File: src/design/first_fit_free_list_allocator_macros.svh
// Assertion macros used by the allocator controller.
`ifndef FIRST_FIT_FREE_LIST_ALLOCATOR_MACROS_SVH
`define FIRST_FIT_FREE_LIST_ALLOCATOR_MACROS_SVH
`ifndef SYNTHESIS
`define FFA_ASSERT(lbl, clk, rst, prop) \
   lbl: assert property (@(posedge clk) disable iff (rst) prop) \
      else $error("ffa: assertion failed");
`define FFA_ASSERT_IMP(lbl, clk, rst, ante, cons) \
   lbl: assert property (@(posedge clk) disable iff (rst) (ante) |-> (cons)) \
      else $error("ffa: implication failed");
`else
`define FFA_ASSERT(lbl, clk, rst, prop)
`define FFA_ASSERT_IMP(lbl, clk, rst, ante, cons)
`endif
`endif

File: src/design/ffa_pkg.sv
`timescale 1ns / 1ps
package ffa_pkg;
   localparam int ARENA_CHUNKS  = 128;
   localparam int CHUNK_BYTES   = 16;
   localparam int CHUNK_SHIFT   = $clog2(CHUNK_BYTES);
   localparam int HEADER_CHUNKS = 1;
   localparam int HDR_AW        = $clog2(ARENA_CHUNKS);
   localparam int ID_W          = 16;
   localparam int SIZE_W        = 16;
   localparam int TOP_W         = $clog2(ARENA_CHUNKS + 1);
   localparam int BYTES_W       = 16;
   localparam int UNITS_W       = BYTES_W + 2 - CHUNK_SHIFT;
   localparam int CHECK_W       = SIZE_W + 2;
   localparam int ALLOC_ITERS   = 2 * (ARENA_CHUNKS + 2);
   localparam int REL_ITERS     = ARENA_CHUNKS + 2;
   localparam int ACNT_W        = $clog2(ALLOC_ITERS);
   localparam int RCNT_W        = $clog2(REL_ITERS);
   localparam int LIMIT_W       = 8;
   localparam int FIELD_W       = 8;
   localparam int CSR_AW        = 3;
   localparam int CSR_DW        = 32;

   localparam logic [LIMIT_W-1:0] LIMIT_RESET = LIMIT_W'(128);
   localparam logic               REG_LIMIT   = 1'b0;
   localparam logic               REQ_ALLOC   = 1'b0;
   localparam logic               REQ_FREE    = 1'b1;

   typedef enum logic [2:0] {
      ST_ALLOC   = 3'd0,
      ST_FREED   = 3'd1,
      ST_NULL    = 3'd2,
      ST_LIMIT   = 3'd3,
      ST_BADSIZE = 3'd4
   } status_type;

   typedef enum logic [3:0] {
      S_IDLE,
      S_CHECK,
      S_A_PREV,
      S_A_SCAN,
      S_A_TAIL,
      S_A_DONE,
      S_A_REGROW,
      S_F_HDR,
      S_R_START,
      S_R_WALK,
      S_R_NBR,
      S_R_PRV,
      S_RESP
   } ctrl_state_type;

   typedef struct packed {
      logic [ID_W-1:0]   nxt;
      logic [SIZE_W-1:0] size;
   } hdr_type;

   typedef struct packed {
      logic              en;
      logic [HDR_AW-1:0] addr;
   } hdr_rd_type;

   typedef struct packed {
      logic              nxt_we;
      logic              size_we;
      logic [HDR_AW-1:0] addr;
      hdr_type           data;
   } hdr_wr_type;

   function automatic logic in_arena(input logic [ID_W:0] id);
      return (id != '0) && (id <= (ID_W + 1)'(ARENA_CHUNKS));
   endfunction

   function automatic logic [HDR_AW-1:0] hdr_index(input logic [ID_W:0] id);
      logic [ID_W:0] idx;
      idx = id - (ID_W + 1)'(1);
      return idx[HDR_AW-1:0];
   endfunction
endpackage

File: src/design/ffa_csr.sv
`timescale 1ns / 1ps
module ffa_csr
   import ffa_pkg::*;
(
   input  logic               clock,
   input  logic               reset,
   input  logic               csr_psel,
   input  logic               csr_penable,
   input  logic               csr_pwrite,
   input  logic [CSR_AW-1:0]  csr_paddr,
   input  logic [CSR_DW-1:0]  csr_pwdata,
   output logic [CSR_DW-1:0]  csr_prdata,
   output logic               csr_pready,
   output logic [LIMIT_W-1:0] limit_chunks
);
   logic [LIMIT_W-1:0] limit_ff;
   logic [LIMIT_W-1:0] limit_in;
   logic               sel_limit;

   assign sel_limit  = (csr_paddr[2] == REG_LIMIT);
   assign csr_pready = 1'b1;

   always_comb begin
      limit_in = limit_ff;
      if (csr_psel && csr_penable && csr_pwrite && sel_limit) begin
         limit_in = csr_pwdata[LIMIT_W-1:0];
      end
   end

   always_ff @(posedge clock) begin
      if (reset) begin
         limit_ff <= LIMIT_RESET;
      end else begin
         limit_ff <= limit_in;
      end
   end

   assign csr_prdata   = sel_limit ? CSR_DW'(limit_ff) : '0;
   assign limit_chunks = limit_ff;
endmodule

File: config.mk
export PLATFORM = sky130hd
export DESIGN_NAME = ffa_csr
export DESIGN_NICKNAME = d
export VERILOG_FILES = /design/src/design/first_fit_free_list_allocator_macros.svh /design/src/design/ffa_pkg.sv /design/src/design/ffa_csr.sv
export SDC_FILE = /design/constraint.sdc
export NUM_CORES = 1
export LEC_CHECK = 0
export BUFFER_PORTS_ARGS = -buffer_cell sky130_fd_sc_hd__buf_4
export CAP_MARGIN = 0
export CELL_PAD_IN_SITES_DETAIL_PLACEMENT = 1
export CELL_PAD_IN_SITES_GLOBAL_PLACEMENT = 1
export CORE_MARGIN = 2
export CORE_UTILIZATION = 17
export CTS_CLUSTER_DIAMETER = 40
export DETAILED_ROUTE_END_ITERATION = 6
export PLACE_DENSITY = 0.84
export SLEW_MARGIN = 20
export SYNTH_ARGS = -nofsm -noshare
export SYNTH_HDL_FRONTEND = slang
export SYNTH_SLANG_ARGS = --single-unit
File: constraint.sdc
create_clock -name clock -period 0.8 [get_ports clock]
set_input_delay 0.12 -clock clock [delete_from_list [all_inputs] [get_ports clock]]
set_output_delay 0.12 -clock clock [all_outputs]
set_load 0.03 [all_outputs]
==> After elaboration in Yosys (flattened, before gate mapping) <==
Cells that the tools add are included.
{ "word_totals": {"word_cells": 6, "latchBits": 0, "reg_bits": 8, "mem_count": 0, "ram_bits": 0, "output_inout_bits": 41, "inputBits": 40, "mem_bits_ro": 0} }
{ "classes": {"n_mul": 0, "muxes": 1, "eq_ne": 0, "n_shift": 0, "div_mod_pow": 0, "magnitude_cmp": 0, "n_addsub": 0, "bitwise": 1, "reduce_logical": 3} }
{ "ops": {"columns": ["cell", "count"], "rows": [
  ["8-bit two-way mux", 1],
  ["1-bit logical AND", 3],
  ["1-bit inverter", 1]
]} }

==> Longest topological paths before layout <==
{ "logic_depth": {"depth_word": 3, "depth_mapped": 3, "mapped_depth_nobuf": 2} }

==> Worst setup path before layout <==
No wires, ideal clock.
{ "synth_timing": {"kind": "register to output", "start": "register limit_ff[0], in the netlist limit_chunks[0]", "end": "output port csr_prdata[0]", "arrival_time_ps": 785, "stages_incl_launch_ff": 2, "slack_ps": -105, "required_ps": 680, "n_path_buf": 0, "path_cell_list": "dfxtp_1 and2b_2"} }
{ "synth_via": {"elab_chain_cells": 1} }
{ "synth_rtl": {"columns": ["item", "line", "source"], "rows": [
  ["from (decl)", "ffa_csr.sv:16", "logic [LIMIT_W-1:0] limit_ff;"],
  ["from (signal assigned)", "ffa_csr.sv:34", "limit_ff <= limit_in;"],
  ["8-bit two-way mux", "ffa_csr.sv:38", "assign csr_prdata = sel_limit ? CSR_DW'(limit_ff) : '0;"],
  ["to (decl)", "ffa_csr.sv:12", "output logic [CSR_DW-1:0] csr_prdata,"]
]} }
Every way passes these cells.

==> Final worst setup path <==
{ "layout_timing": {"start": "register limit_ff[2], in the netlist limit_chunks[2]", "end": "output port csr_prdata[2]"} }
The elaborated chain is that of the path after synthesis.

==> impl_metrics.ini <==
[worst_setup_path]
crit_start = limit_chunks[2]
path_class = flop to primary output
arrival_ns = 0.88
r2r-end = limit_chunks[6]
rr_startpoint = limit_chunks[6]
rrSetupSlack_ns = 0.02
startpoint_type = flop
critPathMaxFanout = 2
reg2regPathDepth = 4
critPathRequiredTime_ns = 0.68
cp-end-kind = primary output

[synth]
syn_area_um2 = 625.6
synth_cell_type_count = 10
synth-seq-cells = 8
yosysWarnings = 0
synth_seq_area_share_pct = 25.60
syn_inst = 70
avgSynthCellArea_um2 = 8.937

[cells_and_area]
largest_reg_flops = 8
layout.cells.non_filler = 162
multi_input_area_um2 = 356.6
regArea_um2 = 170.2
nFillCells = 435
antenna_cells = 0
post-route-util_pct = 29.84
stdcell_area_um2 = 1076
area_delta_synth_final_pct = 72.00
fin_nets = 156
drive_gt1_share_pct = 57.02

[timing]
drv_slew = 0
hold_viol_final = 0
max_freq_mhz = 996.8
hold_ws_ns = 0.1559
setup_tns_ns = -2.287
fin_crit_ns = 1.003
setup_violations = 16
fin_crit_sh_pct = 125.4
skew_ns = 0
setup_ws_ns = -0.2032
grt_setup_unrepaired = yes

[hold_path]
min_from = csr_pwdata[3]
worstHoldEndpoint = limit_chunks[3]
hp-class = primary input to flop
hold_depth = 3

[drt]
num_vias = 529
drcViolationCount = 0
drtPass1Iterations = 3
wl_um = 1608
first_iter_violations = 11
wl_per_cell_um = 9.926
vias_per_cell = 3.265
postRouteAntennaNets = 0

[floorplan]
core_region_area_um2 = 3606
io_pins = 81
dieHeight_um = 64.67
die_x_um = 64.67
die_area_um2 = 4182
start_util_pct = 17.35
rows = 22

[cts]
cts_sinks = 8
path_clk_slew_ns = 0.04
cts_tree = built
cts_hold_buf = 0
cts-root-buf = clkbuf_8
clk_latency_ns = 0.23
cts_buffers = 3
clockBufferDepth = 2
h-tree-depth = 1

[global_routing]
grt.overflow.total = 0
grt_pass1_vias = 505
grt_pass1_wl_um = 2352
antenna_found_initial = 0
grt_use_total_pct = 7.586
grt_max_degree = 17

[pwr]
p_leak_nw = 0.5265
power.density_nw_per_um2 = 1193
ir_worst_vdd_v = 0.0004060
p_total_mw = 1.283

[placed_design]
place.gp.congestion = 0.5840
preCtsSetupSlack_ns = -0.1368
hpwl_um = 1085
dpl-instance-area_um2 = 847.1
dp.cells = 148
port_buffers = 29

[outcome]
status = finished, violations left
violations = negative setup slack

[job]
maxCapViolCount = 0
[what timing repair did]
item	CTS	global route
buffers inserted	8	3
hold endpoints to repair	0	0
setup endpoints to repair	16	17
pin swaps	0	1
resized for setup	20	8
[cells by family after synthesis]
family                 after synthesis  synth area share, %
buffers and inverters               27                32.40
AND/OR/NAND/NOR                     25                28.00
multiplexers                         8                12.80
flip-flops                           8                25.60
other                                2                1.200
[synthesized netlist by cell type]
cell | n | area, µm²
buf_6 | 1 | 11.26
and2b_2 | 8 | 70.07
buf_4 | 25 | 187.7
conb_1 | 2 | 7.510
clkbuf_1 | 1 | 3.750
and4b_1 | 1 | 10.01
nor2_1 | 2 | 7.510
dfxtp_1 | 8 | 160.2
mux2i_1 | 8 | 80.08
nand2b_1 | 14 | 87.58
[placed cells by master, fill, tap and decap left out]
cell type	count
buf_6	26
conb_1	25
buf_4	18
nand2b_1	14
and2b_2	8
mux2i_1	8
dfxtp_2	8
clkbuf_8	3
and4b_1	1
nor2_4	1
nor2_1	1
buf_12	1
[how the worst max path moves through the flow]
stage                            endpoint  slack [ns]
after floorplan             csr_prdata[0]        0.01
final                       csr_prdata[2]       -0.20
after CTS                   csr_prdata[4]       -0.19
after detailed placement  limit_chunks[7]       -0.14
after global routing        csr_prdata[2]       -0.23
after global placement    limit_chunks[2]       -0.12
[where the power goes]
| group | total (mW) | internal, mW | switching (mW) |
|---|---|---|---|
| sequential | 0.416 | 0.411 | 0.00541 |
| clock | 0.488 | 0.326 | 0.162 |
| combinational | 0.378 | 0.134 | 0.244 |
| total | 1.28 | 0.871 | 0.412 |
[layer usage]
metal  global-route usage, %  up-vias  share of wire [%]
met4                   3.989        0                1.4
met5                       0        -                  0
met3                   4.861        3                 15
li1                        -      254                  -
met1                   7.263      232                 32
met2                   12.50       40                 51
[area by class of cell]
cell class,count,share of cell area (%)
well taps,48,5.581
multi-input cells,58,33.14
flip-flops and latches,8,15.81
clock buffers,3,3.837
repair buffers,45,41.63
[critical path, cell delays in order, from the launching register on]
cell     delay [ns]
dfxtp_2        0.32
and2b_2        0.20
buf_6          0.14
(Power assumes the default switching activity.)
