File: src/design/first_fit_free_list_allocator_macros.svh
// Assertion macros used by the allocator controller.
`ifndef FIRST_FIT_FREE_LIST_ALLOCATOR_MACROS_SVH
`define FIRST_FIT_FREE_LIST_ALLOCATOR_MACROS_SVH
`ifndef SYNTHESIS
`define FFA_ASSERT(lbl, clk, rst, prop) \
   lbl: assert property (@(posedge clk) disable iff (rst) prop) \
      else $error("ffa: assertion failed");
`define FFA_ASSERT_IMP(lbl, clk, rst, ante, cons) \
   lbl: assert property (@(posedge clk) disable iff (rst) (ante) |-> (cons)) \
      else $error("ffa: implication failed");
`else
`define FFA_ASSERT(lbl, clk, rst, prop)
`define FFA_ASSERT_IMP(lbl, clk, rst, ante, cons)
`endif
`endif

File: src/design/ffa_pkg.sv
`timescale 1ns / 1ps
package ffa_pkg;
   localparam int ARENA_CHUNKS  = 128;
   localparam int CHUNK_BYTES   = 16;
   localparam int CHUNK_SHIFT   = $clog2(CHUNK_BYTES);
   localparam int HEADER_CHUNKS = 1;
   localparam int HDR_AW        = $clog2(ARENA_CHUNKS);
   localparam int ID_W          = 16;
   localparam int SIZE_W        = 16;
   localparam int TOP_W         = $clog2(ARENA_CHUNKS + 1);
   localparam int BYTES_W       = 16;
   localparam int UNITS_W       = BYTES_W + 2 - CHUNK_SHIFT;
   localparam int CHECK_W       = SIZE_W + 2;
   localparam int ALLOC_ITERS   = 2 * (ARENA_CHUNKS + 2);
   localparam int REL_ITERS     = ARENA_CHUNKS + 2;
   localparam int ACNT_W        = $clog2(ALLOC_ITERS);
   localparam int RCNT_W        = $clog2(REL_ITERS);
   localparam int LIMIT_W       = 8;
   localparam int FIELD_W       = 8;
   localparam int CSR_AW        = 3;
   localparam int CSR_DW        = 32;

   localparam logic [LIMIT_W-1:0] LIMIT_RESET = LIMIT_W'(128);
   localparam logic               REG_LIMIT   = 1'b0;
   localparam logic               REQ_ALLOC   = 1'b0;
   localparam logic               REQ_FREE    = 1'b1;

   typedef enum logic [2:0] {
      ST_ALLOC   = 3'd0,
      ST_FREED   = 3'd1,
      ST_NULL    = 3'd2,
      ST_LIMIT   = 3'd3,
      ST_BADSIZE = 3'd4
   } status_type;

   typedef enum logic [3:0] {
      S_IDLE,
      S_CHECK,
      S_A_PREV,
      S_A_SCAN,
      S_A_TAIL,
      S_A_DONE,
      S_A_REGROW,
      S_F_HDR,
      S_R_START,
      S_R_WALK,
      S_R_NBR,
      S_R_PRV,
      S_RESP
   } ctrl_state_type;

   typedef struct packed {
      logic [ID_W-1:0]   nxt;
      logic [SIZE_W-1:0] size;
   } hdr_type;

   typedef struct packed {
      logic              en;
      logic [HDR_AW-1:0] addr;
   } hdr_rd_type;

   typedef struct packed {
      logic              nxt_we;
      logic              size_we;
      logic [HDR_AW-1:0] addr;
      hdr_type           data;
   } hdr_wr_type;

   function automatic logic in_arena(input logic [ID_W:0] id);
      return (id != '0) && (id <= (ID_W + 1)'(ARENA_CHUNKS));
   endfunction

   function automatic logic [HDR_AW-1:0] hdr_index(input logic [ID_W:0] id);
      logic [ID_W:0] idx;
      idx = id - (ID_W + 1)'(1);
      return idx[HDR_AW-1:0];
   endfunction
endpackage

File: src/design/ffa_hdr_mem.sv
`timescale 1ns / 1ps
module ffa_hdr_mem
   import ffa_pkg::*;
(
   input  logic       clock,
   input  logic       reset,
   input  hdr_rd_type rd,
   input  hdr_wr_type wr,
   output hdr_type    rd_data
);
   logic [ID_W-1:0]         nxt_mem  [ARENA_CHUNKS];
   logic [SIZE_W-1:0]       size_mem [ARENA_CHUNKS];
   logic [ARENA_CHUNKS-1:0] nvld_ff;
   logic [ARENA_CHUNKS-1:0] svld_ff;
   logic [ID_W-1:0]         rd_nxt_ff;
   logic [SIZE_W-1:0]       rd_size_ff;
   logic                    rd_nv_ff;
   logic                    rd_sv_ff;

   // Each field keeps its own valid bit so that a header never written reads as zero.
   always_ff @(posedge clock) begin
      if (reset) begin
         nvld_ff <= '0;
         svld_ff <= '0;
      end else begin
         if (wr.nxt_we) begin
            nvld_ff[wr.addr] <= 1'b1;
         end
         if (wr.size_we) begin
            svld_ff[wr.addr] <= 1'b1;
         end
      end
   end

   always_ff @(posedge clock) begin
      if (wr.nxt_we) begin
         nxt_mem[wr.addr] <= wr.data.nxt;
      end
      if (wr.size_we) begin
         size_mem[wr.addr] <= wr.data.size;
      end
   end

   always_ff @(posedge clock) begin
      if (rd.en) begin
         rd_nxt_ff  <= nxt_mem[rd.addr];
         rd_size_ff <= size_mem[rd.addr];
         rd_nv_ff   <= nvld_ff[rd.addr];
         rd_sv_ff   <= svld_ff[rd.addr];
      end
   end

   assign rd_data.nxt  = rd_nv_ff ? rd_nxt_ff : '0;
   assign rd_data.size = rd_sv_ff ? rd_size_ff : '0;
endmodule

File: config.mk
export PLATFORM = sky130hd
export DESIGN_NAME = ffa_hdr_mem
export DESIGN_NICKNAME = d
export VERILOG_FILES = /design/src/design/first_fit_free_list_allocator_macros.svh /design/src/design/ffa_pkg.sv /design/src/design/ffa_hdr_mem.sv
export SDC_FILE = /design/constraint.sdc
export NUM_CORES = 2
export LEC_CHECK = 0
export BUFFER_PORTS_ARGS = -buffer_cell sky130_fd_sc_hd__buf_2
export CORE_MARGIN = 8
export CORE_UTILIZATION = 40
export CTS_BUF_LIST = sky130_fd_sc_hd__clkbuf_16
export CTS_CLUSTER_DIAMETER = 30
export DETAILED_ROUTE_END_ITERATION = 10
export PLACE_DENSITY = 0.65
export SLEW_MARGIN = 0
export SYNTH_ARGS = -nofsm -noshare
export SYNTH_HDL_FRONTEND = slang
export SYNTH_SLANG_ARGS = --single-unit
File: constraint.sdc
create_clock -name clock -period 3.75 [get_ports clock]
set_clock_uncertainty 0.15 [all_clocks]
set_input_delay 0.9375 -clock clock [delete_from_list [all_inputs] [get_ports clock]]
set_output_delay 0.9375 -clock clock [all_outputs]
set_load 0.05 [all_outputs]
After elaboration in Yosys (flattened, before gate mapping) --
Memories as Yosys holds them, arrays and structs flattened. A register that Yosys moved wholly into a read port is not among the register bits. Cells that the tools add are included.
Word-level totals: flip-flop bits (word level) 258, latch bits 0, RAM bits 4096, bits in read-only memories 0, memories 2
Memories:
- nxt_mem | words 128, bits a word 16, read ports 1, clocked after Yosys merged registers in 1, wr ports 1, RTL line ffa_hdr_mem.sv:11 | logic [ID_W-1:0] nxt_mem [ARENA_CHUNKS];
- size_mem | words 128, bits a word 16, read ports 1, clocked after Yosys merged registers in 1, wr ports 1, RTL line ffa_hdr_mem.sv:12 | logic [SIZE_W-1:0] size_mem [ARENA_CHUNKS];
Operators by class: add/sub/neg operators 0, $mul 0, div/mod/pow operators 0, magnitude comparators 3, equal/unequal tests 0, shift-type cells 0, mux-type cells 12, bitwise gates (word level) 2, reductions and logical operators 1
Operators by type and width (count):
- OR 128 bit | 2
- two-way mux 16 bit | 2
- less-than comparator 7 x 8 -> 1 bit, second input constant | 2
- binary-select mux 1 bit (select 7 bit) | 2
- demux 1 bit (select 7 bit) | 1
- greater-or-equal comparator 7 x 1 -> 1 bit, second input constant | 1
- two-way mux 1 bit | 7
- logical AND 1 bit | 1

Depth between registers and ports, before layout --
depth after elaboration 5, depth in mapped cells 8, gate-level depth less buffers 4

Least setup slack after synthesis --
Ideal clock, no wire load.
path type input to register, start point input port rd[2] in the netlist's numbering, end point register rd_nxt_ff[10], read port of nxt_mem, data pin, library setup time 0.260 ns, arrival time 3.539 ns, data required time 3.340 ns, path slack -0.199 ns, stages on the path 8, path buffers 4, cell sequence clkbuf_1 buf_2 clkbuf_1 clkbuf_1 mux4_2 mux4_2 mux4_2 mux2_2
RTL lines:
- start: declaration | RTL line ffa_hdr_mem.sv:7 | input hdr_rd_type rd,
- end: declaration | RTL line ffa_hdr_mem.sv:15 | logic [ID_W-1:0] rd_nxt_ff;

==> metrics.yaml <==
cp-end-kind: "output pin"
wl_mm: 429
drtIter0Drc: 10600
crit_end: "rd_data[8]"
viasPerCell: 5.76
min_period_ns: 3.66
worst_ir_drop_vdd_mv: 0.501
startpoint_type: "flop"
first_pass_iters: 5
final_common_cell: "edfxtp_1"
synthToLayoutAreaGrowth_pct: 21.6
synth_cell_type_count: 20
layout_setup_ws_ns: 0.0930
ctsLongestPathBuffers: 4
r2r-end: "rd_size_ff[13]$_DFFE_PP_"
power.density_mw_per_mm2: 599
finalCritPeriodShare_pct: 97.5
slew_violations: 0
htreeDepth: 6
required_ns: 2.66
route.detailed.drc: 0
grt_use_total_pct: 19.0
rows: 237
synth_top_area_share_pct: 74.2
fp.dieH_um: 662
clock-sinks: 4386
initial_core_util_pct: 40.2
yosysTopAreaCell: "edfxtp_1"
netlist_instances: 7158
path_max_fanout: 16
syn_area_per_cell_um2: 23.4
drive_gt1_share_pct: 38.9
cap_viol_max_count: 0
p_leak_nw: 65.4
ys_seq_elements: 4386
portBuffers: 82
grt_pass1_vias: 84100
antenna_found_initial: 39
worstSkewPairLatency_ns: 1.06
hold_violations: 0
clk_pin_slew_ns: 0.06
num_io_pins: 83
gp_congestion: 0.781
syn-num-nets: 7209
post-cts-setup-buffers: 1
cts_tree: "yes"
yosysSeqAreaShare_pct: 77.2
synth_area_mm2: 0.167
vias: 82100
hpwl_mm: 252
rsz0062_at_grt: "no"
core-area_mm2: 0.416
cts_buffers: 662
multi_input_area_mm2: 0.0365
die_w_um: 662
dp_slack_ns: -0.495
nNetsFinal: 8237
crit_arrival_ns: 2.57
mostFrequentLayoutCells: "edfxtp_1 (4130), mux4_2 (1428), clkbuf_16 (669)"
dp.cells: 13000
grt_max_degree: 129
slowest_delay_ns: 0.45
setup_violations: 0
regArea_mm2: 0.129
crit_slowest_cell: "edfxtp_1"
reg2reg_depth: 4
grt_pass1_wl_mm: 614
max_freq_mhz: 273
wl_per_cell_um: 30.1
finalSetupTns_ns: 0
final_cells: 14300
crit_chain: "buf_4 -> and2_1 -> buf_2"
ctsResizeCount: 0
ys_warn_count: 0
ctsHoldBuffers: 0
status: "finished, final reports clean"
postRouteAntennaNets: 0
worstSetupStartpoint: "rd_sv_ff$_DFFE_PP_"
finalCoreUtilization_pct: 48.8
r2r_start: "size_mem[33][13]$_DFFE_PP_"
synthTopCellsByArea: "edfxtp_1 (74%), mux4_2 (19%), dfxtp_1 (3.1%)"
overflow: 0
critPathKind: "flop to output pin"
root_buffer: "clkbuf_16"
nFillCells: 32600
slew_headroom_pct: 26.3
die_area_mm2: 0.439
worst_slew_pin_slew_ns: 1.11
hold_class: "input pin to flop"
rrSetupSlack_ns: 0.91
## cell type report
type                            instances  share of cell area (%)
Antenna cell                           15                  0.0185
Clock buffer                          669                    8.23
Sequential cell                      4386                    63.5
Multi-Input combinational cell       2350                    17.9
Tap cell                             5497                    3.38
Clock inverter                        560                    3.11
Timing Repair Buffer                  786                    3.79
## worst max-delay path, delay by kind of cell, from the launching register on
kind                   cells  cell delay [ns]
buffers and inverters      2             0.67
and+or+nand+nor            1             0.39
DFF                        1             0.45
## metal layers
layer  vias up  global-route usage [%]  routed length (µm)
met5         -                       0                  37
met2      4252                    30.8              209000
met4         6                    5.56               11900
li1      32700                       -                   -
met1     44400                    26.0              169000
met3       657                    4.00               39700
## where the power goes
part	total (W)	internal [W]	switching, W	leakage, nW
Combinational	0.00534	0.00224	0.00310	15.0
Sequential	0.0539	0.0538	0.000112	39.2
Clock	0.0625	0.0389	0.0236	11.3
## metrics by stage
stage	total power, W	cell area, µm²	hold slack, ns
5_1_grt	0.125	203000	0.0859
3_3_place_gp	0.0602	180000	0.292
2_1_floorplan	0.0576	167000	0.281
6_report	0.122	203000	0.113
3_5_place_dp	0.0603	180000	0.300
4_1_cts	0.123	203000	0.0242
## worst min path at each step
stage | from | to | slack, ns | depth (start not counted)
global route | wr[1] | size_mem[25][1]$_DFFE_PP_ | 0.09 | 1
floorplan | nvld_ff[100]$_SDFFE_PP0P_ | nvld_ff[100]$_SDFFE_PP0P_ | 0.28 | 2
finish | wr[1] | size_mem[24][1]$_DFFE_PP_ | 0.11 | 1
CTS | wr[1] | size_mem[24][1]$_DFFE_PP_ | 0.02 | 1
detailed placement | svld_ff[76]$_SDFFE_PP0P_ | svld_ff[76]$_SDFFE_PP0P_ | 0.30 | 2
global placement | svld_ff[20]$_SDFFE_PP0P_ | svld_ff[20]$_SDFFE_PP0P_ | 0.29 | 2
## state kept, by name, indices dropped and copies added (netlist names)
register and flops:
nxt_mem 2048, size_mem 2048, rd_size_ff 16, rd_nxt_ff 16, rd_sv_ff 1, svld_ff 128, nvld_ff 128, rd_nv_ff 1
## cells by family (layout without fill, tap and decap cells)
logic type	after synthesis	after routing	synth area share [%]
DFF	4386	4386	77.2
AOI/OAI and AO/OA	216	216	0.647
and+or+nand+nor	672	672	1.63
buffers and inverters	422	2015	1.01
muxes	1462	1462	19.5
other	0	15	0
## cells in the mapped netlist
cell and n:
buf_2 69, mux4_2 1428, and2_1 32, mux2_2 34
nand2b_1 8, nor2b_1 8, nor2_1 576, a21oi_1 216
nand3_1 4, buf_4 3, nor3_1 10, dfxtp_1 256
nand4b_1 10, nor4_1 1, clkbuf_1 291, buf_1 58
edfxtp_1 4130, nand4_1 3, buf_6 1, nand2_1 20
Power figures use the tool's default switching activity.
