## config.mk

```make
export PLATFORM = sky130hd
export DESIGN_NAME = ffa_ctrl
export DESIGN_NICKNAME = d
export VERILOG_FILES = /design/src/design/ffa_pkg.sv /design/src/design/ffa_ctrl.sv
export VERILOG_INCLUDE_DIRS = /design/src /design/src/design
export SDC_FILE = /design/constraint.sdc
export NUM_CORES = 1
export LEC_CHECK = 0
export ABC_CLOCK_PERIOD_IN_PS = 7450
export BUFFER_PORTS_ARGS = -buffer_cell sky130_fd_sc_hd__buf_2
export CAP_MARGIN = 5
export CORE_MARGIN = 3
export CORE_UTILIZATION = 49
export DETAILED_ROUTE_END_ITERATION = 7
export PLACE_DENSITY = 0.69
export SYNTH_ARGS = -nofsm -noshare
export SYNTH_HDL_FRONTEND = slang
export SYNTH_SLANG_ARGS = --single-unit
```

## constraint.sdc

```tcl
create_clock -name clock -period 7.45 [get_ports clock]
set_input_delay 1.49 -clock clock [delete_from_list [all_inputs] [get_ports clock]]
set_output_delay 1.49 -clock clock [all_outputs]
set_load 0.02 [all_outputs]
```

## src/design/first_fit_free_list_allocator_macros.svh

```systemverilog
// Assertion macros used by the allocator controller.
`ifndef FIRST_FIT_FREE_LIST_ALLOCATOR_MACROS_SVH
`define FIRST_FIT_FREE_LIST_ALLOCATOR_MACROS_SVH
`ifndef SYNTHESIS
`define FFA_ASSERT(lbl, clk, rst, prop) \
   lbl: assert property (@(posedge clk) disable iff (rst) prop) \
      else $error("ffa: assertion failed");
`define FFA_ASSERT_IMP(lbl, clk, rst, ante, cons) \
   lbl: assert property (@(posedge clk) disable iff (rst) (ante) |-> (cons)) \
      else $error("ffa: implication failed");
`else
`define FFA_ASSERT(lbl, clk, rst, prop)
`define FFA_ASSERT_IMP(lbl, clk, rst, ante, cons)
`endif
`endif

```

## src/design/ffa_pkg.sv

```systemverilog
`timescale 1ns / 1ps
package ffa_pkg;
   localparam int ARENA_CHUNKS  = 128;
   localparam int CHUNK_BYTES   = 16;
   localparam int CHUNK_SHIFT   = $clog2(CHUNK_BYTES);
   localparam int HEADER_CHUNKS = 1;
   localparam int HDR_AW        = $clog2(ARENA_CHUNKS);
   localparam int ID_W          = 16;
   localparam int SIZE_W        = 16;
   localparam int TOP_W         = $clog2(ARENA_CHUNKS + 1);
   localparam int BYTES_W       = 16;
   localparam int UNITS_W       = BYTES_W + 2 - CHUNK_SHIFT;
   localparam int CHECK_W       = SIZE_W + 2;
   localparam int ALLOC_ITERS   = 2 * (ARENA_CHUNKS + 2);
   localparam int REL_ITERS     = ARENA_CHUNKS + 2;
   localparam int ACNT_W        = $clog2(ALLOC_ITERS);
   localparam int RCNT_W        = $clog2(REL_ITERS);
   localparam int LIMIT_W       = 8;
   localparam int FIELD_W       = 8;
   localparam int CSR_AW        = 3;
   localparam int CSR_DW        = 32;

   localparam logic [LIMIT_W-1:0] LIMIT_RESET = LIMIT_W'(128);
   localparam logic               REG_LIMIT   = 1'b0;
   localparam logic               REQ_ALLOC   = 1'b0;
   localparam logic               REQ_FREE    = 1'b1;

   typedef enum logic [2:0] {
      ST_ALLOC   = 3'd0,
      ST_FREED   = 3'd1,
      ST_NULL    = 3'd2,
      ST_LIMIT   = 3'd3,
      ST_BADSIZE = 3'd4
   } status_type;

   typedef enum logic [3:0] {
      S_IDLE,
      S_CHECK,
      S_A_PREV,
      S_A_SCAN,
      S_A_TAIL,
      S_A_DONE,
      S_A_REGROW,
      S_F_HDR,
      S_R_START,
      S_R_WALK,
      S_R_NBR,
      S_R_PRV,
      S_RESP
   } ctrl_state_type;

   typedef struct packed {
      logic [ID_W-1:0]   nxt;
      logic [SIZE_W-1:0] size;
   } hdr_type;

   typedef struct packed {
      logic              en;
      logic [HDR_AW-1:0] addr;
   } hdr_rd_type;

   typedef struct packed {
      logic              nxt_we;
      logic              size_we;
      logic [HDR_AW-1:0] addr;
      hdr_type           data;
   } hdr_wr_type;

   function automatic logic in_arena(input logic [ID_W:0] id);
      return (id != '0) && (id <= (ID_W + 1)'(ARENA_CHUNKS));
   endfunction

   function automatic logic [HDR_AW-1:0] hdr_index(input logic [ID_W:0] id);
      logic [ID_W:0] idx;
      idx = id - (ID_W + 1)'(1);
      return idx[HDR_AW-1:0];
   endfunction
endpackage

```

## src/design/ffa_ctrl.sv

```systemverilog
`timescale 1ns / 1ps
`include "first_fit_free_list_allocator_macros.svh"
module ffa_ctrl
   import ffa_pkg::*;
(
   input  logic               clock,
   input  logic               reset,
   input  logic [LIMIT_W-1:0] limit_chunks,
   input  logic               req_tvalid,
   output logic               req_tready,
   input  logic [23:0]        req_tdata,   // alloc_bytes, free_addr
   input  logic               req_tuser,   // req_type
   output logic               rsp_tvalid,
   input  logic               rsp_tready,
   output logic [23:0]        rsp_tdata,   // addr, free_chunks, claimed_chunks
   output logic [2:0]         rsp_tuser,   // status
   output hdr_rd_type         rd,
   output hdr_wr_type         wr,
   input  hdr_type            rd_data
);
   ctrl_state_type      state_ff, state_in;
   logic                kind_ff, kind_in;
   logic [UNITS_W-1:0]  units_ff, units_in;
   logic [ID_W-1:0]     bp_ff, bp_in;
   logic [ID_W-1:0]     rid_ff, rid_in;
   logic [ID_W-1:0]     prev_ff, prev_in;
   logic [ID_W-1:0]     p_ff, p_in;
   logic [ID_W:0]       tail_ff, tail_in;
   logic [ID_W-1:0]     n_ff, n_in;
   logic [SIZE_W-1:0]   psize_ff, psize_in;
   logic [SIZE_W-1:0]   bsize_ff, bsize_in;
   logic [SIZE_W-1:0]   bnsz_ff, bnsz_in;
   logic [ID_W-1:0]     bnext_ff, bnext_in;
   logic [ID_W-1:0]     rover_ff, rover_in;
   logic [ID_W-1:0]     sent_ff, sent_in;
   logic [TOP_W-1:0]    top_ff, top_in;
   logic [SIZE_W-1:0]   free_ff, free_in;
   logic [ACNT_W-1:0]   acnt_ff, acnt_in;
   logic [RCNT_W-1:0]   rcnt_ff, rcnt_in;
   logic                grow_ff, grow_in;
   status_type          status_ff, status_in;
   logic [FIELD_W-1:0]  addr_ff, addr_in;
   logic                rsp_valid_ff, rsp_valid_in;
   logic [2:0]          rsp_status_ff, rsp_status_in;
   logic [23:0]         rsp_data_ff, rsp_data_in;

   logic [ID_W-1:0]     node_next;
   logic [SIZE_W-1:0]   node_size;
   logic [BYTES_W:0]    bytes_up;
   logic [UNITS_W-1:0]  units_req;
   logic [SIZE_W:0]     units_x;
   logic                fit, exact, at_rover, grow_ok, over, found;
   logic                hi_merge, lo_merge, bad_hdr, bp_ok, acnt_last, rcnt_last, rsp_free;
   logic [SIZE_W-1:0]   rest;
   logic [ID_W:0]       tail_sum;
   logic [UNITS_W:0]    grow_sum;
   logic [ID_W-1:0]     grow_id;
   logic [CHECK_W-1:0]  check_sum;
   logic                rd_go, nx_go, sz_go;
   logic [ID_W-1:0]     rd_id, nx_id, nx_val;
   logic [ID_W:0]       sz_id;
   logic [SIZE_W-1:0]   sz_val;

   // The sentinel lives in a register; headers outside the arena read as zero.
   assign node_next = (rid_ff == '0) ? sent_ff
                    : (in_arena({1'b0, rid_ff}) ? rd_data.nxt : '0);
   assign node_size = in_arena({1'b0, rid_ff}) ? rd_data.size : '0;

   assign bytes_up  = (BYTES_W + 1)'(req_tdata[BYTES_W-1:0]) + (BYTES_W + 1)'(CHUNK_BYTES - 1);
   assign units_req = UNITS_W'(bytes_up >> CHUNK_SHIFT) + UNITS_W'(HEADER_CHUNKS);
   assign units_x   = (SIZE_W + 1)'(units_ff);
   assign fit       = {1'b0, node_size} >= units_x;
   assign exact     = {1'b0, node_size} == units_x;
   assign at_rover  = (p_ff == rover_ff);
   assign rest      = node_size - SIZE_W'(units_ff);
   assign tail_sum  = {1'b0, p_ff} + (ID_W + 1)'(rest);
   assign grow_sum  = (UNITS_W + 1)'(top_ff) + (UNITS_W + 1)'(units_ff);
   assign grow_ok   = grow_sum <= (UNITS_W + 1)'(ARENA_CHUNKS);
   assign grow_id   = ID_W'(top_ff) + ID_W'(1);
   assign check_sum = CHECK_W'(units_ff) + CHECK_W'(top_ff) + CHECK_W'(free_ff);
   assign over      = check_sum > CHECK_W'(limit_chunks);
   assign found     = ((bp_ff > p_ff) && (bp_ff < node_next))
                   || ((p_ff >= node_next) && ((bp_ff > p_ff) || (bp_ff < node_next)));
   assign hi_merge  = ({1'b0, bp_ff} + {1'b0, bsize_ff}) == {1'b0, n_ff};
   assign lo_merge  = ({1'b0, p_ff} + {1'b0, psize_ff}) == {1'b0, bp_ff};
   assign bad_hdr   = (node_size == '0) || (node_size > SIZE_W'(top_ff));
   assign bp_ok     = in_arena({1'b0, bp_ff});
   assign acnt_last = (acnt_ff == ACNT_W'(ALLOC_ITERS - 1));
   assign rcnt_last = (rcnt_ff == RCNT_W'(REL_ITERS - 1));
   assign rsp_free  = !rsp_valid_ff || rsp_tready;

   always_comb begin
      state_in = state_ff;
      unique case (state_ff)
         S_IDLE: begin
            if (req_tvalid) begin
               state_in = S_CHECK;
            end
         end
         S_CHECK: begin
            if (kind_ff == REQ_ALLOC) begin
               state_in = over ? S_RESP : S_A_PREV;
            end else if ((bp_ff == '0) || !bp_ok) begin
               state_in = S_RESP;
            end else begin
               state_in = S_F_HDR;
            end
         end
         S_A_PREV: state_in = S_A_SCAN;
         S_A_SCAN: begin
            priority if (fit) begin
               state_in = exact ? S_A_DONE : S_A_TAIL;
            end else if (at_rover) begin
               state_in = grow_ok ? S_R_START : S_RESP;
            end else if (acnt_last) begin
               state_in = S_RESP;
            end else begin
               state_in = S_A_SCAN;
            end
         end
         S_A_TAIL:   state_in = S_A_DONE;
         S_A_DONE:   state_in = S_RESP;
         S_A_REGROW: state_in = acnt_last ? S_RESP : S_A_PREV;
         S_F_HDR:    state_in = bad_hdr ? S_RESP : S_R_START;
         S_R_START:  state_in = S_R_WALK;
         S_R_WALK: begin
            priority if (found) begin
               state_in = S_R_NBR;
            end else if (rcnt_last) begin
               state_in = S_RESP;
            end else begin
               state_in = S_R_WALK;
            end
         end
         S_R_NBR: state_in = S_R_PRV;
         S_R_PRV: state_in = grow_ff ? S_A_REGROW : S_RESP;
         S_RESP: begin
            if (rsp_free) begin
               state_in = S_IDLE;
            end
         end
         default: state_in = S_IDLE;
      endcase
   end

   always_comb begin
      kind_in       = kind_ff;
      units_in      = units_ff;
      bp_in         = bp_ff;
      rid_in        = rid_ff;
      prev_in       = prev_ff;
      p_in          = p_ff;
      tail_in       = tail_ff;
      n_in          = n_ff;
      psize_in      = psize_ff;
      bsize_in      = bsize_ff;
      bnsz_in       = bnsz_ff;
      bnext_in      = bnext_ff;
      rover_in      = rover_ff;
      sent_in       = sent_ff;
      top_in        = top_ff;
      free_in       = free_ff;
      acnt_in       = acnt_ff;
      rcnt_in       = rcnt_ff;
      grow_in       = grow_ff;
      status_in     = status_ff;
      addr_in       = addr_ff;
      rsp_valid_in  = rsp_valid_ff && !rsp_tready;
      rsp_status_in = rsp_status_ff;
      rsp_data_in   = rsp_data_ff;
      rd_go  = 1'b0;
      rd_id  = '0;
      nx_go  = 1'b0;
      nx_id  = '0;
      nx_val = '0;
      sz_go  = 1'b0;
      sz_id  = '0;
      sz_val = '0;
      unique case (state_ff)
         S_IDLE: begin
            if (req_tvalid) begin
               kind_in  = req_tuser;
               units_in = units_req;
               bp_in    = ID_W'(req_tdata[23:16]);
               addr_in  = '0;
               acnt_in  = '0;
               grow_in  = 1'b0;
            end
         end
         S_CHECK: begin
            if (kind_ff == REQ_ALLOC) begin
               if (over) begin
                  status_in = ST_LIMIT;
               end else begin
                  prev_in = rover_ff;
                  rd_go   = 1'b1;
                  rd_id   = rover_ff;
               end
            end else if (bp_ff == '0) begin
               status_in = ST_NULL;
            end else if (!bp_ok) begin
               status_in = ST_BADSIZE;
            end else begin
               rd_go = 1'b1;
               rd_id = bp_ff;
            end
         end
         S_A_PREV: begin
            p_in  = node_next;
            rd_go = 1'b1;
            rd_id = node_next;
         end
         S_A_SCAN: begin
            priority if (fit && exact) begin
               nx_go   = 1'b1;
               nx_id   = prev_ff;
               nx_val  = node_next;
               addr_in = p_ff[FIELD_W-1:0];
            end else if (fit) begin
               // The block gives up its tail; the new header goes at the split point.
               sz_go   = 1'b1;
               sz_id   = {1'b0, p_ff};
               sz_val  = rest;
               tail_in = tail_sum;
               addr_in = tail_sum[FIELD_W-1:0];
            end else if (at_rover) begin
               if (grow_ok) begin
                  sz_go    = 1'b1;
                  sz_id    = {1'b0, grow_id};
                  sz_val   = SIZE_W'(units_ff);
                  top_in   = grow_sum[TOP_W-1:0];
                  bp_in    = grow_id;
                  bsize_in = SIZE_W'(units_ff);
                  grow_in  = 1'b1;
               end else begin
                  status_in = ST_LIMIT;
               end
            end else if (acnt_last) begin
               status_in = ST_LIMIT;
            end else begin
               prev_in = p_ff;
               p_in    = node_next;
               acnt_in = acnt_ff + ACNT_W'(1);
               rd_go   = 1'b1;
               rd_id   = node_next;
            end
         end
         S_A_TAIL: begin
            sz_go  = 1'b1;
            sz_id  = tail_ff;
            sz_val = SIZE_W'(units_ff);
         end
         S_A_DONE: begin
            rover_in  = prev_ff;
            free_in   = free_ff - SIZE_W'(units_ff);
            status_in = ST_ALLOC;
         end
         S_A_REGROW: begin
            if (acnt_last) begin
               status_in = ST_LIMIT;
            end else begin
               acnt_in = acnt_ff + ACNT_W'(1);
               prev_in = rover_ff;
               rd_go   = 1'b1;
               rd_id   = rover_ff;
            end
         end
         S_F_HDR: begin
            if (bad_hdr) begin
               status_in = ST_BADSIZE;
            end else begin
               bsize_in = node_size;
            end
         end
         S_R_START: begin
            p_in    = rover_ff;
            rcnt_in = '0;
            rd_go   = 1'b1;
            rd_id   = rover_ff;
         end
         S_R_WALK: begin
            priority if (found) begin
               n_in     = node_next;
               psize_in = node_size;
               rd_go    = 1'b1;
               rd_id    = node_next;
            end else if (rcnt_last) begin
               status_in = grow_ff ? ST_LIMIT : ST_BADSIZE;
            end else begin
               p_in    = node_next;
               rcnt_in = rcnt_ff + RCNT_W'(1);
               rd_go   = 1'b1;
               rd_id   = node_next;
            end
         end
         S_R_NBR: begin
            nx_go = 1'b1;
            nx_id = bp_ff;
            if (hi_merge) begin
               bnsz_in  = bsize_ff + node_size;
               bnext_in = node_next;
               nx_val   = node_next;
               sz_go    = 1'b1;
               sz_id    = {1'b0, bp_ff};
               sz_val   = bsize_ff + node_size;
            end else begin
               bnsz_in  = bsize_ff;
               bnext_in = n_ff;
               nx_val   = n_ff;
            end
         end
         S_R_PRV: begin
            nx_go = 1'b1;
            nx_id = p_ff;
            if (lo_merge) begin
               nx_val = bnext_ff;
               sz_go  = 1'b1;
               sz_id  = {1'b0, p_ff};
               sz_val = psize_ff + bnsz_ff;
            end else begin
               nx_val = bp_ff;
            end
            rover_in = p_ff;
            free_in  = free_ff + bsize_ff;
            if (!grow_ff) begin
               status_in = ST_FREED;
            end
         end
         S_RESP: begin
            if (rsp_free) begin
               rsp_valid_in  = 1'b1;
               rsp_status_in = status_ff;
               rsp_data_in   = {FIELD_W'(top_ff), free_ff[FIELD_W-1:0], addr_ff};
            end
         end
         default: begin
            status_in = status_ff;
         end
      endcase

      rd = '0;
      if (rd_go) begin
         rid_in  = rd_id;
         rd.en   = in_arena({1'b0, rd_id});
         rd.addr = hdr_index({1'b0, rd_id});
      end

      // Both fields written in one cycle always belong to the same header.
      wr = '0;
      wr.addr      = nx_go ? hdr_index({1'b0, nx_id}) : hdr_index(sz_id);
      wr.data.nxt  = nx_val;
      wr.data.size = sz_val;
      if (nx_go) begin
         if (nx_id == '0) begin
            sent_in = nx_val;
         end else begin
            wr.nxt_we = in_arena({1'b0, nx_id});
         end
      end
      if (sz_go) begin
         wr.size_we = in_arena(sz_id);
      end
   end

   always_ff @(posedge clock) begin
      if (reset) begin
         state_ff     <= S_IDLE;
         rover_ff     <= '0;
         sent_ff      <= '0;
         top_ff       <= '0;
         free_ff      <= '0;
         rsp_valid_ff <= 1'b0;
      end else begin
         state_ff     <= state_in;
         rover_ff     <= rover_in;
         sent_ff      <= sent_in;
         top_ff       <= top_in;
         free_ff      <= free_in;
         rsp_valid_ff <= rsp_valid_in;
      end
   end

   always_ff @(posedge clock) begin
      kind_ff       <= kind_in;
      units_ff      <= units_in;
      bp_ff         <= bp_in;
      rid_ff        <= rid_in;
      prev_ff       <= prev_in;
      p_ff          <= p_in;
      tail_ff       <= tail_in;
      n_ff          <= n_in;
      psize_ff      <= psize_in;
      bsize_ff      <= bsize_in;
      bnsz_ff       <= bnsz_in;
      bnext_ff      <= bnext_in;
      acnt_ff       <= acnt_in;
      rcnt_ff       <= rcnt_in;
      grow_ff       <= grow_in;
      status_ff     <= status_in;
      addr_ff       <= addr_in;
      rsp_status_ff <= rsp_status_in;
      rsp_data_ff   <= rsp_data_in;
   end

   assign req_tready = (state_ff == S_IDLE);
   assign rsp_tvalid = rsp_valid_ff;
   assign rsp_tuser  = rsp_status_ff;
   assign rsp_tdata  = rsp_data_ff;

   `FFA_ASSERT(a_top_bound, clock, reset, top_ff <= TOP_W'(ARENA_CHUNKS))
   `FFA_ASSERT_IMP(a_no_rw_clash, clock, reset, rd.en && (wr.nxt_we || wr.size_we), rd.addr != wr.addr)
   `FFA_ASSERT(a_one_at_a_time, clock, reset, (req_tvalid && req_tready) |=> !req_tready)
endmodule

```

======== After elaboration in Yosys (flattened, before gate mapping) ========
Cells that the tools add are included.
operators by class
  add/sub/neg operators ................... 19
  bitwise logic cells ..................... 2
  multiplexer cells ....................... 142
  reduce and logical (&&, ||, !) cells .... 52
  equal/unequal tests ..................... 39
  $lt $le $gt $ge ......................... 12
operators with widths
  kind                 number
  $mux 16              50
  $pmux 16 s3          3
  $pmux 16 s2          4
  $pmux 16 s4          2
  $pmux 16 s6          1
  $pmux 17 s4          1
  $le 16x8->1 const B  4
  $logic_not 16->1     4
  $reduce_bool 16->1   4
  $mux 9               7
  $mux 3               18
  $pmux 4 s13          1
  $add 16x16->17       3
  $add 16x16->16       3
  $mux 8               6
  $mux 4               10
  $eq 17x16->1         2
  $ne 2x2->1 const B   17
  $pmux 8 s2           2
  $sub 16x14->16       2
  $mux 1               28
  $mux 14              2
  $pmux 9 s3           1
  $pmux 3 s7           1
  49 further kinds     90
storage, ports and cells
  output and inout port bits .............. 78
  input bits .............................. 69
  flip-flop bits (word level) ............. 293
  logic and storage cells ................. 291

======== Depth between registers and ports, before layout ========
Gate-level depths: netlist (run 1).
  depth after elaboration ................. 13
  mapped depth ............................ 26
  gate-level depth less buffers ........... 24

======== Least setup slack after synthesis (run 1) ========
Ideal clock, no wire load.
  path type ............................... flip-flop to output port
  start ................................... register rid_ff[2]
  end ..................................... output port rd[7] (netlist bit)
  cell stages (with the launch flop) ...... 25
  slack ................................... -70 ps
  path buffers ............................ 4
  arrival ................................. 6030 ps
  data required time ...................... 5960 ps
  path through ............................ edfxtp_1 -> or4_4 -> o41a_1 -> nor3_4 -> clkbuf_1 -> clkbuf_1 -> clkbuf_1 -> and2_1 -> ha_1 -> a21o_1 -> a21oi_1 -> o211a_1 -> a21boi_0 -> nand2_1 -> or4_1 -> a21oi_1 -> a21oi_4 -> clkbuf_1 -> o21ai_0 -> inv_1 -> ha_1 -> and3_1 -> o21ai_0 -> or4_4 -> mux2_4
RTL lines
  what                    line             RTL
  start, declared         ffa_ctrl.sv:25   logic [ID_W-1:0] rid_ff, rid_in;
  start signal, assigned  ffa_ctrl.sv:387  rid_ff <= rid_in;
  end, declared           ffa_ctrl.sv:17   output hdr_rd_type rd,

==> results of run 1 <==
## routing by layer
| metal | GRT usage (%) | part of all wire, % | vias up |
|---|---|---|---|
| met3 | 6.15 | 8.7 | 269 |
| met5 | 0 | 0.037 | - |
| li1 | - | - | 9135 |
| met2 | 51.5 | 46 | 1061 |
| met4 | 16.5 | 5.8 | 4 |
| met1 | 39.8 | 39 | 9638 |
## cell usage after synthesis, types with 20 or more instances
master      n
and2_1     37
xor2_1     64
nor3_1     43
o21a_1     20
xnor2_1   112
nor2_1    213
edfxtp_1  225
mux2_2     24
dfxtp_1    61
nand4_1    30
and3_1     28
a22oi_1    55
inv_1     124
a21oi_1   186
nand2_1   240
a21o_1     42
ha_1      181
or2_2      30
clkbuf_1   84
o21ai_0   109
mux2i_1    36
nor2b_1    20
nor4_1     40
nand3_1    69
## state kept, by name (all words and copies together) (netlist names), 3 cells and up
signal     count
state_ff       4
psize_ff      16
addr_ff        8
bsize_ff      16
units_ff      14
rsp_tuser      3
rsp_tdata     24
tail_ff       17
acnt_ff        9
status_ff      3
top_ff         8
n_ff          16
rcnt_ff        8
bnext_ff      16
rover_ff      16
bnsz_ff       16
rid_ff        16
p_ff          16
free_ff       16
bp_ff          9
sent_ff       16
prev_ff       16
## report_power, final
part           total, uW  leakage, uW  internal (uW)  switching [uW]
combinational       2810      0.00731           1080            1730
sequential          2450      0.00258           2080             372
clock               1840     0.000587           1110             735
total               7100       0.0105           4260            2830
## path summary, 6_finish.rpt
kind	to	slack (ns)	depth (start not counted)
worst max-delay path	rd[7]	0.12	25
worst min-delay path	rsp_tdata[3]	0.42	0
worst min register to register	rsp_tdata[3]	0.42	0
worst max register to register	sent_ff[3]	1.57	22
## through the flow
step	cells	utilization (%)	total power, uW	hold slack [ns]	area [um2]
6_report	3176	57.7	7100	0.417	25000
5_1_grt	3174	57.7	7460	0.419	25000
4_1_cts	3153	57.0	7000	0.416	24600
3_5_place_dp	3082	54.0	5130	0.406	23400
3_3_place_gp	3082	54.0	5070	0.407	23400
2_1_floorplan	2365	-	4200	0.400	21600
## kinds of logic after synthesis
logic type	Yosys count	synth area share, %
multiplexers	61	3.00
XOR/XNOR	176	7.15
buffers and inverters	219	3.83
flip-flops	286	37.0
adder cells (fa/ha/maj)	199	12.1
other	1	0.0174
AND/OR/NAND/NOR	811	18.1
AO/OA/AOI/OAI	612	18.8
## timing repair
action,in CTS,in global routing
endpoints found under the setup margin,18,21
setup buffers,5,21
hold endpoints to repair,0,0
resized for setup,12,46
pin swaps,5,29
## cell type report
| type | instances | area share (%) |
|---|---|---|
| inverters | 125 | 1.88 |
| well taps | 585 | 2.93 |
| diodes | 2 | 0.0200 |
| clock buffers | 50 | 4.11 |
| flip-flops and latches | 286 | 32.0 |
| clock inverters | 16 | 0.807 |
| multi-input cells | 1860 | 52.0 |
| repair buffers | 252 | 6.30 |
==> flow_summary.yaml, run 1 <==
finish:
  mostFrequentLayoutCell: "nand2_1"
  seq_area_um2: 7980
  fill_cells: 3813
  layout.nets: 2828
  mostFrequentLayoutCells: "nand2_1, edfxtp_1, nor2_1, a21oi_1, ha_1"
  area_growth_syn_to_layout_pct: 15.9
  multi_input_area_um2: 13000
  final_layout_size_suffix_gt1_share_pct: 16.6
detailed_routing:
  viasPerCell: 6.33
  dr.pass1.iters: 6
  drt_iter0_drc: 2376
  postRouteAntennaNets: 0
  avgRoutedWirePerCell_um: 23.9
  drt-total-wl_mm: 75.9
  drc: 0
  vias: 20100
clocking:
  root_buffer: "clkbuf_16"
  cts.htree.levels: 2
  cts.sinks: 286
  cts_made_buffers: 36
  cts_tree: "done"
  max-clock-path-buffers: 3
  clk_latency_ns: 0.56
  cts_hold_buffers: 0
  cts.reportedPaths.clkPinSlew_ns: 0.06
place:
  port_buffers: 146
  pre_cts_slack_ns: -0.00325
  gp_congestion: 0.995
  hpwlAfterDp_mm: 56.9
outcome:
  outcome: "completed"
setup_path:
  reg2reg_from: "rid_ff[6]"
  crit_required_ns: 5.96
  crit_buf_inv: 6
  critPathArrivalTime_ns: 5.84
  start_kind: "register"
  slowest_delay_ns: 0.59
  startpoint: "rid_ff[6]"
  cpMaxStageDelayCell: "or4_4"
  crit_path_end_kind: "output port"
  crit_type: "reg -> out"
  cp_max_fo: 5
  path_delay_family: "compound AO/OA/AOI/OAI gates"
power_and_ir_drop:
  p_per_area_nw_per_um2: 284
  peakVddDrop_mv: 0.225
  p_leak_uw: 0.0105
sta:
  period_minus_slack_ns: 7.33
  drv_slew: 0
  setup-violations-final: 0
  skew_ns: 0.0206
  worstMarginPinSlew_ns: 1.03
  finalWorstSetupSlack_ns: 0.121
  fmax_mhz: 136
  relSlewSlack_pct: 31.4
  tns_ns: 0
  fin_crit_sh_pct: 98.4
  finalHoldViolCount: 0
  rsz0062_at_grt: "true"
floorplan:
  die_w_um: 216
  die_y_um: 216
  core_um2: 43300
  die_area_um2: 46500
  initial_core_util_pct: 49.8
  io_pins: 147
  rows: 76
global_route:
  grt_use_total_pct: 31.6
  antenna_found_initial: 3
  grt_max_degree: 64
  grt-ovfl-total: 0
  grt_pass1_vias: 19400
  grt_pass1_wl_mm: 114
worst_hold_path:
  min_path_type: "reg -> reg"
  min-delay-start: "addr_ff[3]"
yosys:
  ys_ff_latch: 286
  synth_edf_count: 225
  syn_area_um2: 21600
  netlist_instances: 2365
  synthArstFlopShare_pct: 0
  ys_seq_area_share_pct: 37.0
  syn_nets: 2632
  yosysUniqueCellTypes: 81
  synth_top_cell_by_area: "edfxtp_1"
  ys.flop_type: "edfxtp_1"
  yosys_warnings: 0
  synth_top_area_share_pct: 31.3
  yosys-top-cells-area: "edfxtp_1, ha_1, dfxtp_1, xnor2_1, a21oi_1"
  synth.avg_cell_area_um2: 9.11
job:
  maxCapViolations: 0
No activity file was read; power rests on OpenSTA's default activity.
==> run 2: changes to the inputs <==
Settings changed: CTS_BUF_LIST set to sky130_fd_sc_hd__clkbuf_8.
==> run 2 against run 1 <==
First-iteration DRC count shrank 9.2%. Critical path depth down 1. Hold slack improved by 0.0030 ns. Critical endpoint unchanged. Sequential power barely moved. Design area decreased by 0.64%.
==> flow_summary.yaml, run 2 (same netlist as run 1, synthesis figures left out) <==
outcome:
  outcome: "completed"
setup_path:
  cp_common_cell: "ha_2"
  crit_buf_inv: 2
  critPathArrivalTime_ns: 5.92
  cpMaxStageDelayCell: "fa_1"
  path_cells: "fa_1 > ha_2 > inv_2 > fa_2 > nor2b_2 > o31a_1 > o21a_1 > nor2_1 > xnor2_1 > ha_1 > nand4_1 > nor2_2 > a211oi_2 > nor4_2 > o2111a_2 > a21o_4 > a22oi_2 > a21boi_2 > ha_2 > and3_4 > o21ai_4 > or4_4 > mux2_4 > buf_6"
  crit_type: "reg -> out"
  start_kind: "register"
  slowest_delay_ns: 0.54
  cp_max_fo: 4
  path_delay_family: "adder cells"
  crit_path_end_kind: "output port"
  crit_required_ns: 5.96
floorplan:
  io_pins: 147
  die_area_um2: 46500
  core_um2: 43300
  rows: 76
  die_y_um: 216
  initial_core_util_pct: 49.8
  die_w_um: 216
sta:
  finalWorstSetupSlack_ns: 0.0405
  setup-violations-final: 0
  rsz0062_at_grt: "true"
  finalHoldViolCount: 0
  worstMarginPinSlew_ns: 1.04
  fmax_mhz: 135
  drv_slew: 0
  period_minus_slack_ns: 7.41
  skew_ns: 0.0404
  fin_crit_sh_pct: 99.5
  relSlewSlack_pct: 30.5
place:
  hpwlAfterDp_mm: 56.9
  place_inst: 3082
  gp_congestion: 0.995
  port_buffers: 146
  pre_cts_slack_ns: -0.00325
detailed_routing:
  dr.pass1.iters: 6
  route.met2.wl_mm: 35.3
  postRouteAntennaNets: 0
  viasPerCell: 6.29
  dr_wl_met3_mm: 7.14
  avgRoutedWirePerCell_um: 23.7
  drt-total-wl_mm: 76.0
  drt-met1-wl_mm: 29.2
  vias: 20200
  drt_iter0_drc: 2157
  drc: 0
  routed.top_layer: "met5"
clocking:
  clk_latency_ns: 0.68
  cts_tree: "done"
  cts.reportedPaths.clkPinSlew_ns: 0.06
  cts.htree.levels: 2
  cts_made_buffers: 53
  cts.sinks: 286
  cts_hold_buffers: 0
  root_buffer: "clkbuf_8"
  max-clock-path-buffers: 3
power_and_ir_drop:
  p_leak_uw: 0.0105
  finalPower_uw: 6800
  p_per_area_nw_per_um2: 274
  peakVddDrop_mv: 0.174
finish:
  mostFrequentLayoutCell: "nand2_1"
  diodes: 0
  area_growth_syn_to_layout_pct: 15.1
  layout.nets: 2843
  largest_reg_flops: 24
  mostFrequentLayoutCells: "nand2_1, edfxtp_1, nor2_1, a21oi_1, ha_1"
  fin_cells: 3206
  final_layout_size_suffix_gt1_share_pct: 17.1
global_route:
  antenna_found_initial: 3
  grt_pass1_vias: 19600
  grt-ovfl-total: 0
  grt_max_degree: 64
  grt_pass1_wl_mm: 114
  grt_use_total_pct: 31.7
worst_hold_path:
  min_path_type: "reg -> reg"
job:
  maxCapViolations: 0
[run 2: changes by cell type in the layout (fill, tap and decap cells not counted), moves of 5 or more]
cell       delta
clkbuf_8     +60
clkbuf_16    -38
inv_1        +16
clkbuf_1      -9
clkinv_1      +5
clkinv_2      +5
[run 2: cell type report]
cell class | count | area [um2]
inverter | 125 | 469
clock buffer | 63 | 867
clock inverter | 37 | 189
timing repair buffer | 250 | 1560
fill | 3824 | 18500
tap | 585 | 732
multi-input combinational | 1860 | 13000
sequential | 286 | 7980
[run 2: path summary, 6_finish.rpt]
kind                             startpoint           end  slack, ns  cells past startpoint
worst max register to register    rid_ff[2]    sent_ff[3]       1.51                     22
worst min register to register   addr_ff[6]  rsp_tdata[6]       0.42                      0
worst max-delay path            units_ff[1]         rd[7]       0.04                     24
worst min-delay path             addr_ff[6]  rsp_tdata[6]       0.42                      0
[run 2: layer usage]
metal,vias up,global-route usage [%]
li1,9166,-
met1,9623,39.5
met2,1094,52.1
met3,290,6.84
met4,4,16.2
met5,-,0
[run 2: repair_timing]
item / 4_1_cts / 5_1_grt
endpoints found under the hold margin: 0 / 0
setup buffers: 8 / 16
gates resized for setup: 25 / 38
endpoints found under the setup margin: 22 / 24
pin swaps: 9 / 20
[run 2: stage by stage]
step / utilization [%] / instance area (um2) / hold WS [ns] / TNS (ns)
6_report: 57.3 / 24800 / 0.420 / 0
5_1_grt: 57.3 / 24800 / 0.423 / -0.388
4_1_cts: 56.7 / 24500 / 0.421 / -0.0642
3_5_place_dp: 54.0 / 23400 / 0.406 / -0.00325
3_3_place_gp: 54.0 / 23400 / 0.407 / 0
2_1_floorplan: - / 21600 / 0.400 / 0
[run 2: power breakdown]
part / total [uW] / switching [uW] / internal, uW
Sequential: 2450 / 370 / 2080
Combinational: 2820 / 1730 / 1080
Clock: 1540 / 733 / 802
==> run 3: changes to the inputs <==
Settings changed: CORE_ASPECT_RATIO set to 0.5, CORE_MARGIN 3 to 1, SKIP_LAST_GASP set to 1.
==> run 3 against run 2 <==
Global-route usage rose by 0.11 points. Largest cell class unchanged. Via count decreased by 2.2%. Setup slack gained 0.060 ns. Combinational power grew 2%. Register-to-register slack lost 0.03 ns. First-iteration DRC count increased by 3.1%.
==> flow_summary.yaml, run 3 (same netlist as run 1, synthesis figures left out) <==
outcome:
  outcome: "completed"
floorplan:
  die_area_um2: 44900
  io_pins: 147
  rows: 53
  initial_core_util_pct: 50.5
  die_w_um: 299
  die_y_um: 150
  core_um2: 42600
detailed_routing:
  vias: 19700
  drt_iter0_drc: 2223
  postRouteAntennaNets: 0
  dr.pass1.iters: 6
  drc: 0
  drt-total-wl_mm: 72.6
  viasPerCell: 6.17
  avgRoutedWirePerCell_um: 22.7
finish:
  area_growth_syn_to_layout_pct: 15.2
  layout.nets: 2852
  multi_input_area_um2: 13000
  fin_cells: 3198
  final_layout_size_suffix_gt1_share_pct: 17.2
  fill_cells: 3842
  seq_area_um2: 7980
  diodes: 0
  largest_reg_flops: 24
  mostFrequentLayoutCells: "nand2_1, edfxtp_1, nor2_1, a21oi_1, ha_1"
  mostFrequentLayoutCell: "nand2_1"
sta:
  skew_ns: 0.0494
  relSlewSlack_pct: 18.6
  fin_crit_sh_pct: 98.6
  setup-violations-final: 0
  worstMarginPinSlew_ns: 1.22
  rsz0062_at_grt: "true"
  finalWorstSetupSlack_ns: 0.101
  fmax_mhz: 136
  tns_ns: 0
  drv_slew: 0
  finalHoldViolCount: 0
  period_minus_slack_ns: 7.35
global_route:
  grt-ovfl-total: 0
  grt_pass1_wl_mm: 109
  grt_use_total_pct: 31.8
  grt_pass1_vias: 18400
  grt_max_degree: 64
  antenna_found_initial: 0
job:
  maxCapViolations: 0
worst_hold_path:
  min-delay-start: "addr_ff[1]"
  holdPathStages: 0
  min_path_type: "reg -> reg"
  holdPathEnd: "rsp_tdata[1]"
power_and_ir_drop:
  peakVddDrop_mv: 0.129
  p_leak_uw: 0.0105
  p_per_area_nw_per_um2: 272
  finalPower_uw: 6750
place:
  pre_cts_slack_ns: -0.0143
  place_inst: 3081
  gp_congestion: 0.949
  port_buffers: 146
  hpwlAfterDp_mm: 54.9
clocking:
  cts.sinks: 286
  max-clock-path-buffers: 3
  cts.reportedPaths.clkPinSlew_ns: 0.07
  root_buffer: "clkbuf_8"
  clk_latency_ns: 0.62
  cts_made_buffers: 45
  cts_tree: "done"
  cts.htree.levels: 2
setup_path:
  crit_required_ns: 5.96
  r2r_cells: 20
  worst-r2r-setup-slack_ns: 1.48
  crit_path_end_kind: "output port"
  reg2reg_to: "tail_ff[15]"
  crit_type: "reg -> out"
  reg2reg_from: "rid_ff[6]"
  cp_max_fo: 3
  critPathArrivalTime_ns: 5.86
  start_kind: "register"
-- run 3: metal layers --
metal  wire length [um]  track usage [%]  vias up  share of wire [%]
met5                  0                0        -                  0
met4               1990             9.77        0                2.7
met3               7730             6.91      131                 11
met2              31500             49.7     1001                 43
met1              31300             44.2     9435                 43
li1                   -                -     9174                  -
-- run 3: power by group --
| group | leakage, uW | switching (uW) | internal [uW] | total [uW] |
|---|---|---|---|---|
| combinational | 0.00737 | 1790 | 1100 | 2890 |
| sequential | 0.00257 | 258 | 2070 | 2330 |
| clock | 0.000528 | 719 | 811 | 1530 |
| total | 0.0105 | 2770 | 3980 | 6750 |
-- run 3: cell type report --
class | count | area share (%)
repair buffers | 266 | 6.87
clock buffers | 51 | 2.83
inverters | 125 | 1.89
flip-flops and latches | 286 | 32.1
multi-input cells | 1861 | 52.2
clock inverters | 32 | 1.17
well taps | 577 | 2.91
-- run 3: worst max path at each step --
stage | cells after the start | start | slack (ns) | end
3_3_place_gp | 22 | rid_ff[2] | 0.16 | rd[7]
5_1_grt | 24 | units_ff[1] | -0.16 | rd[7]
6_report | 24 | units_ff[1] | 0.10 | rd[7]
4_1_cts | 23 | rid_ff[6] | -0.02 | rd[7]
3_5_place_dp | 22 | rid_ff[2] | -0.01 | rd[7]
2_1_floorplan | 24 | rid_ff[2] | 0.01 | rd[7]
-- run 3: stage by stage --
step	instance area (um2)	hold slack, ns	util, %
2_1_floorplan	21600	0.400	-
3_3_place_gp	23400	0.403	54.9
3_5_place_dp	23400	0.411	54.9
4_1_cts	24600	0.428	57.7
5_1_grt	24800	0.433	58.2
6_report	24800	0.425	58.2
-- run 3: what timing repair did --
action	CTS	global route
setup buffers	13	19
endpoints found under the hold margin	0	0
cloned	2	0
gates resized for setup	14	31
pin swaps	11	22
hold buffers	0	0
endpoints found under the setup margin	21	23
-- run 3: worst max-delay path: stages (launching register included) --
cell and delay (ns):
edfxtp_1 0.43, fa_1 0.54, ha_2 0.18, inv_2 0.04, fa_2 0.36, nor2b_2 0.13
o31a_1 0.18, o21a_1 0.12, nor2_1 0.04, xnor2_1 0.13, ha_1 0.33, nand4_1 0.11
nor2_2 0.05, a211oi_2 0.24, nor4_1 0.07, o2111a_2 0.26, a21o_1 0.24, a22oi_1 0.18
a21boi_2 0.23, ha_2 0.20, and3_4 0.18, o21ai_4 0.06, or4_4 0.44, mux2_4 0.31
buf_4 0.15
